--- config.mk ---
export PLATFORM = sky130hd
export DESIGN_NAME = skvt_ctrl
export DESIGN_NICKNAME = d
export VERILOG_FILES = /design/src/hdl/skvt_pkg.sv /design/src/hdl/skvt_ctrl.sv
export SDC_FILE = /design/constraint.sdc
export NUM_CORES = 1
export LEC_CHECK = 0
export BUFFER_PORTS_ARGS = -buffer_cell sky130_fd_sc_hd__buf_2
export CORE_AREA = 10 10 47 49
export CTS_BUF_LIST = sky130_fd_sc_hd__clkbuf_4
export DETAILED_ROUTE_END_ITERATION = 6
export DIE_AREA = 0 0 57 59
export SYNTH_ARGS = -nofsm -noshare
export SYNTH_HDL_FRONTEND = slang
export SYNTH_SLANG_ARGS = --single-unit
--- constraint.sdc ---
create_clock -name clk -period 1.2 [get_ports clk]
set_clock_uncertainty 0.05 [all_clocks]
set_input_delay 0.06 -clock clk [delete_from_list [all_inputs] [get_ports clk]]
set_output_delay 0.06 -clock clk [all_outputs]
set_load 0.01 [all_outputs]
--- src/hdl/skvt_pkg.sv ---
// Shared types and constants of the short key/value table.
package skvt_pkg;

	localparam int ENTRIES_DEF   = 64;
	localparam int KEY_BYTES_DEF = 9;
	localparam int VAL_W         = 32;

	localparam logic CMD_INSERT = 1'b0;
	localparam logic CMD_LOOKUP = 1'b1;

	typedef enum logic [1:0] {
		ST_OK   = 2'd0,
		ST_DUP  = 2'd1,
		ST_MISS = 2'd2,
		ST_FULL = 2'd3
	} status_t;

	localparam logic [VAL_W-1:0] VAL_NONE = {VAL_W{1'b1}};

	// controller to datapath
	typedef struct packed {
		logic load;
		logic scan;
		logic finish;
	} dp_cmd_t;

	// datapath to controller
	typedef struct packed {
		logic scan_done;
		logic out_free;
	} dp_stat_t;

endpackage

--- src/hdl/skvt_ctrl.sv ---
// Controller state machine of the short key/value table.
module skvt_ctrl (
	input  logic               clk,
	input  logic               arst_n,
	input  logic               in_valid,
	output logic               in_ready,
	input  skvt_pkg::dp_stat_t dstat,
	output skvt_pkg::dp_cmd_t  dcmd
);

	typedef enum logic [2:0] {
		S_IDLE   = 3'b001,
		S_SCAN   = 3'b010,
		S_FINISH = 3'b100
	} state_t;

	state_t state_q, state_d;

	always_comb begin
		state_d = state_q;
		unique case (state_q)
			S_IDLE: begin
				if (in_valid) state_d = S_SCAN;
			end
			S_SCAN: begin
				if (dstat.scan_done) state_d = S_FINISH;
			end
			S_FINISH: begin
				// hold until the output register can take the beat
				if (dstat.out_free) state_d = S_IDLE;
			end
			default: state_d = S_IDLE;
		endcase
	end

	always_ff @(posedge clk or negedge arst_n) begin
		if (!arst_n) begin
			state_q <= S_IDLE;
		end else begin
			state_q <= state_d;
		end
	end

	assign in_ready    = (state_q == S_IDLE);
	assign dcmd.load   = in_ready && in_valid;
	assign dcmd.scan   = (state_q == S_SCAN);
	assign dcmd.finish = (state_q == S_FINISH) && dstat.out_free;

endmodule

Word-level counts from Yosys, hierarchy flattened
Index checks and enable logic that the tools add are counted.

Register bits after elaboration: 3. Bits in latches: 0. Memory bits (writable): 0. Bits in read-only memories: 0. Bits of input ports: 5. Output and inout port bits: 4. Memories kept: 0.

Add/sub/neg operators: 0. Multipliers: 0. Div/mod/pow operators: 0. $lt $le $gt $ge: 0. Equal/unequal tests: 6. Shifts and indexed selects: 0. Multiplexer cells: 4. Bitwise logic cells: 0. Reductions and logical operators: 3.

Operators by type and width (count): $mux W3 (3); $pmux W3 S3 (1); $ne A2 B2 Y1 const B (3); $eq A3 B1 Y1 const B (1); $eq A3 B2 Y1 const B (1); $eq A3 B3 Y1 const B (1); $reduce_and A3 Y1 (1); $logic_and A1 B1 Y1 (2).

Depth between registers and ports, before layout
Word-level depth: 3. Gate-level depth with buffers: 2. Depth with buffers taken out: 2.

Worst setup path before layout
No wires, ideal clock.

Path kind: reg2reg. Start point: register state_q[1]. End point: register state_q[0]. Arrival time: 0.902 ns. Required time: 1.052 ns. Slack: 0.150 ns. Stages on the path, launching flop included: 3. Cell sequence: dfrtp_1 > nor3b_1 > nor3_1.

RTL lines: start: declaration (RTL line skvt_ctrl.sv:17) `state_t state_q, state_d;`; start signal: assignment (RTL line skvt_ctrl.sv:40) `state_q <= state_d;`.

==> summary.md <==
| Metric | Value |
|---|---|
| Worst setup path class | reg2out |
| Power share of the combinational group | 38.5% |
| Syn avg cell area | 11.51 µm² |
| Synth Cell Area | 172.7 µm² |
| Biggest regs | state_q (3) |
| Yosys warnings | 0 |
| CTS sink count | 3 |
| Final setup violation count | 3 |
| Number of diodes | 0 |
| Failing checks | negative setup slack |
| Placeable Area | 1401 µm² |
| Internal | 459.5 µW |
| Fin crit period | 1269 ps |
| Vias in the first global route | 187 |
| CP required | 1090 ps |
| Max_cap viols | 0 |
| Longest Clk Path Bufs | 2 |
| TritonCTS clock tree | built |
| H-Tree Depth | 1 |
| Drt first pass iters | 2 |
| Reg area | 77.57 µm² |
| Post-Layout Inst Area | 306.5 µm² |
| Final wirelength | 549 µm |
| Leakage | 0.1279 nW |
| Syn_nets | 20 |
| Initial antenna violation count | 0 |
| Psw | 217.0 µW |
| Via count | 188 |
| I/O pins | 9 |
| Max Clk Rate | 788.2 MHz |
| Routed Antenna Nets | 0 |
| Vias per inst | 4.087 |
| Share of layout cells above drive strength 1 | 63.33% |
| Remaining DRCs | 0 |
| Post-synthesis instance total | 15 |
| Max reg flops | 3 |
| Clock root buffer | clkbuf_4 |
| Port bufs | 8 |
| Slew at the pin closest to its max-slew limit | 249.8 ps |
| Placement Rows | 14 |
| GRT Total Usage | 3.325% |
| Synth unique cells | 9 |
| Status | complete, but fails checks |
| Overall die area | 3363 µm² |
| Synthesized flop and latch total | 3 |
| Worst Setup End Kind | output pin |
| Largest net degree at the start of global routing | 10 |
| Worst setup margin | -68.70 ps |
| Clk Latency, worst-skew pair | 230 ps |
| Maximum vdd drop | 404.8 µV |
| 1st-iter DRT viols | 2 |
| Slew HR | 83.11% |
| First-pass GRT wire length | 745 µm |
| Setup TNS | -172.6 ps |
| FILL cells | 157 |
| Seq pwr share | 31.5% |
| HP Class | in2reg |
| Final Cycle Share | 105.7% |
| Top reg by flops | state_q |
| Area of the multi-input gates | 101.3 µm² |
| Startpoint Class | register |
| Final Hold Viols | 0 |
| GPL Wtd Cong | 0.6174 |
| Sw Ratio | 32.08% |
| Final #Nets | 36 |
| Clk pin slew, worst setup/hold paths | 40 ps |
| Die span in y | 59 µm |
| PwrDens | 2207 nW/µm² |
| Total gr overflow | 0 |
| Initial Utilization | 12.32% |
| Fin. max-slew vios | 0 |
| RSZ-0062 raised after global routing | true |
| Area Overhead vs Synth | 77.54% |
| Placed Area | 232.7 µm² |
| DR WL/cell | 11.93 µm |
| Worst-path maximum fanout | 6 |
| Commonest non-fill, non-tap cell in the layout | buf_2 |
| Clock share of power | 30.0% |
| Total power | 676.5 µW |
| Seq/Total Area, Yosys | 44.20% |
| Most frequent cells in the layout | buf_2 (6), clkbuf_4 (4) |
| Die width | 57 µm |
| Worst Path Arrival | 1160 ps |
| TritonCTS Buffers | 3 |
## routing by layer
layer  vias to the layer above  GRT usage, %  part of all wire [%]
met5                         -             0                     0
met4                         0         7.047                   4.6
met3                         2         1.502                   6.6
met2                         5         4.496                    52
met1                        92         2.370                    36
li1                         89             -                     -
## final cells by class
| type | count | share of cell area [%] |
|---|---|---|
| tap | 16 | 6.531 |
| multi-input combinational | 12 | 33.06 |
| timing repair buffer | 11 | 25.31 |
| clock buffer | 4 | 9.796 |
| sequential | 3 | 25.31 |
## logic make-up after synthesis
group,count (synthesis),share of synthesized area (%)
AO/OA/AOI/OAI,2,5.797
flip-flops,3,44.21
AND/OR/NAND/NOR,10,49.99
## critical path, cell delays in order, from the launching register on
cell and delay (ps):
dfstp_2 560, and4bb_2 250, buf_6 120
## what timing repair did
action | in CTS | in global routing
setup endpoints to repair | 4 | 4
endpoints found under the hold margin | 3 | 0
setup buffers | 0 | 2
hold buffers | 1 | 0
gates resized for setup | 2 | 2
pin swaps | 1 | 2
## Yosys cell counts
cell,number,area [µm²]
dfrtp_1,2,50.05
dfstp_2,1,26.28
nor3_1,1,5.000
nand3b_1,2,15.01
nor3b_1,2,15.01
or3b_1,2,17.52
and4bb_2,2,25.02
nor4b_1,1,8.760
a21oi_1,2,10.01
## final timing paths
check	startpoint	to	slack, ps	cells after the start
worst min-delay path	dstat[1]	state_q[2]$_DFFE_PN0P_	50	3
worst max-delay path	state_q[0]$_DFFE_PN1P_	dcmd[0]	-70	2
max in group asynchronous	arst_n	state_q[0]$_DFFE_PN1P_	800	2
worst max register to register	state_q[0]$_DFFE_PN1P_	state_q[1]$_DFFE_PN0P_	40	3
min in group asynchronous	arst_n	state_q[1]$_DFFE_PN0P_	110	2
worst min register to register	state_q[0]$_DFFE_PN1P_	state_q[1]$_DFFE_PN0P_	520	2
## power groups by stage
stage                     logic (mW)  clock network [mW]  registers, mW
final                          0.260               0.203          0.213
after global routing           0.282               0.226          0.221
after CTS                      0.209               0.209          0.216
after detailed placement       0.188                   0          0.218
after global placement         0.187                   0          0.214
after floorplan                0.124                   0          0.194
## per-stage QoR
stage          utilization (%)  setup WS [ps]  instances  hold WS, ps
2_1_floorplan                -          150.0         15       -285.6
3_3_place_gp             16.61          136.0         39       -192.6
3_5_place_dp             16.61          108.7         39       -192.5
4_1_cts                  20.36         -108.9         44        52.59
5_1_grt                  21.88         -103.5         46        61.63
6_report                 21.88         -68.70         46        49.18
Note: power is estimated with default switching activity, not from simulation.
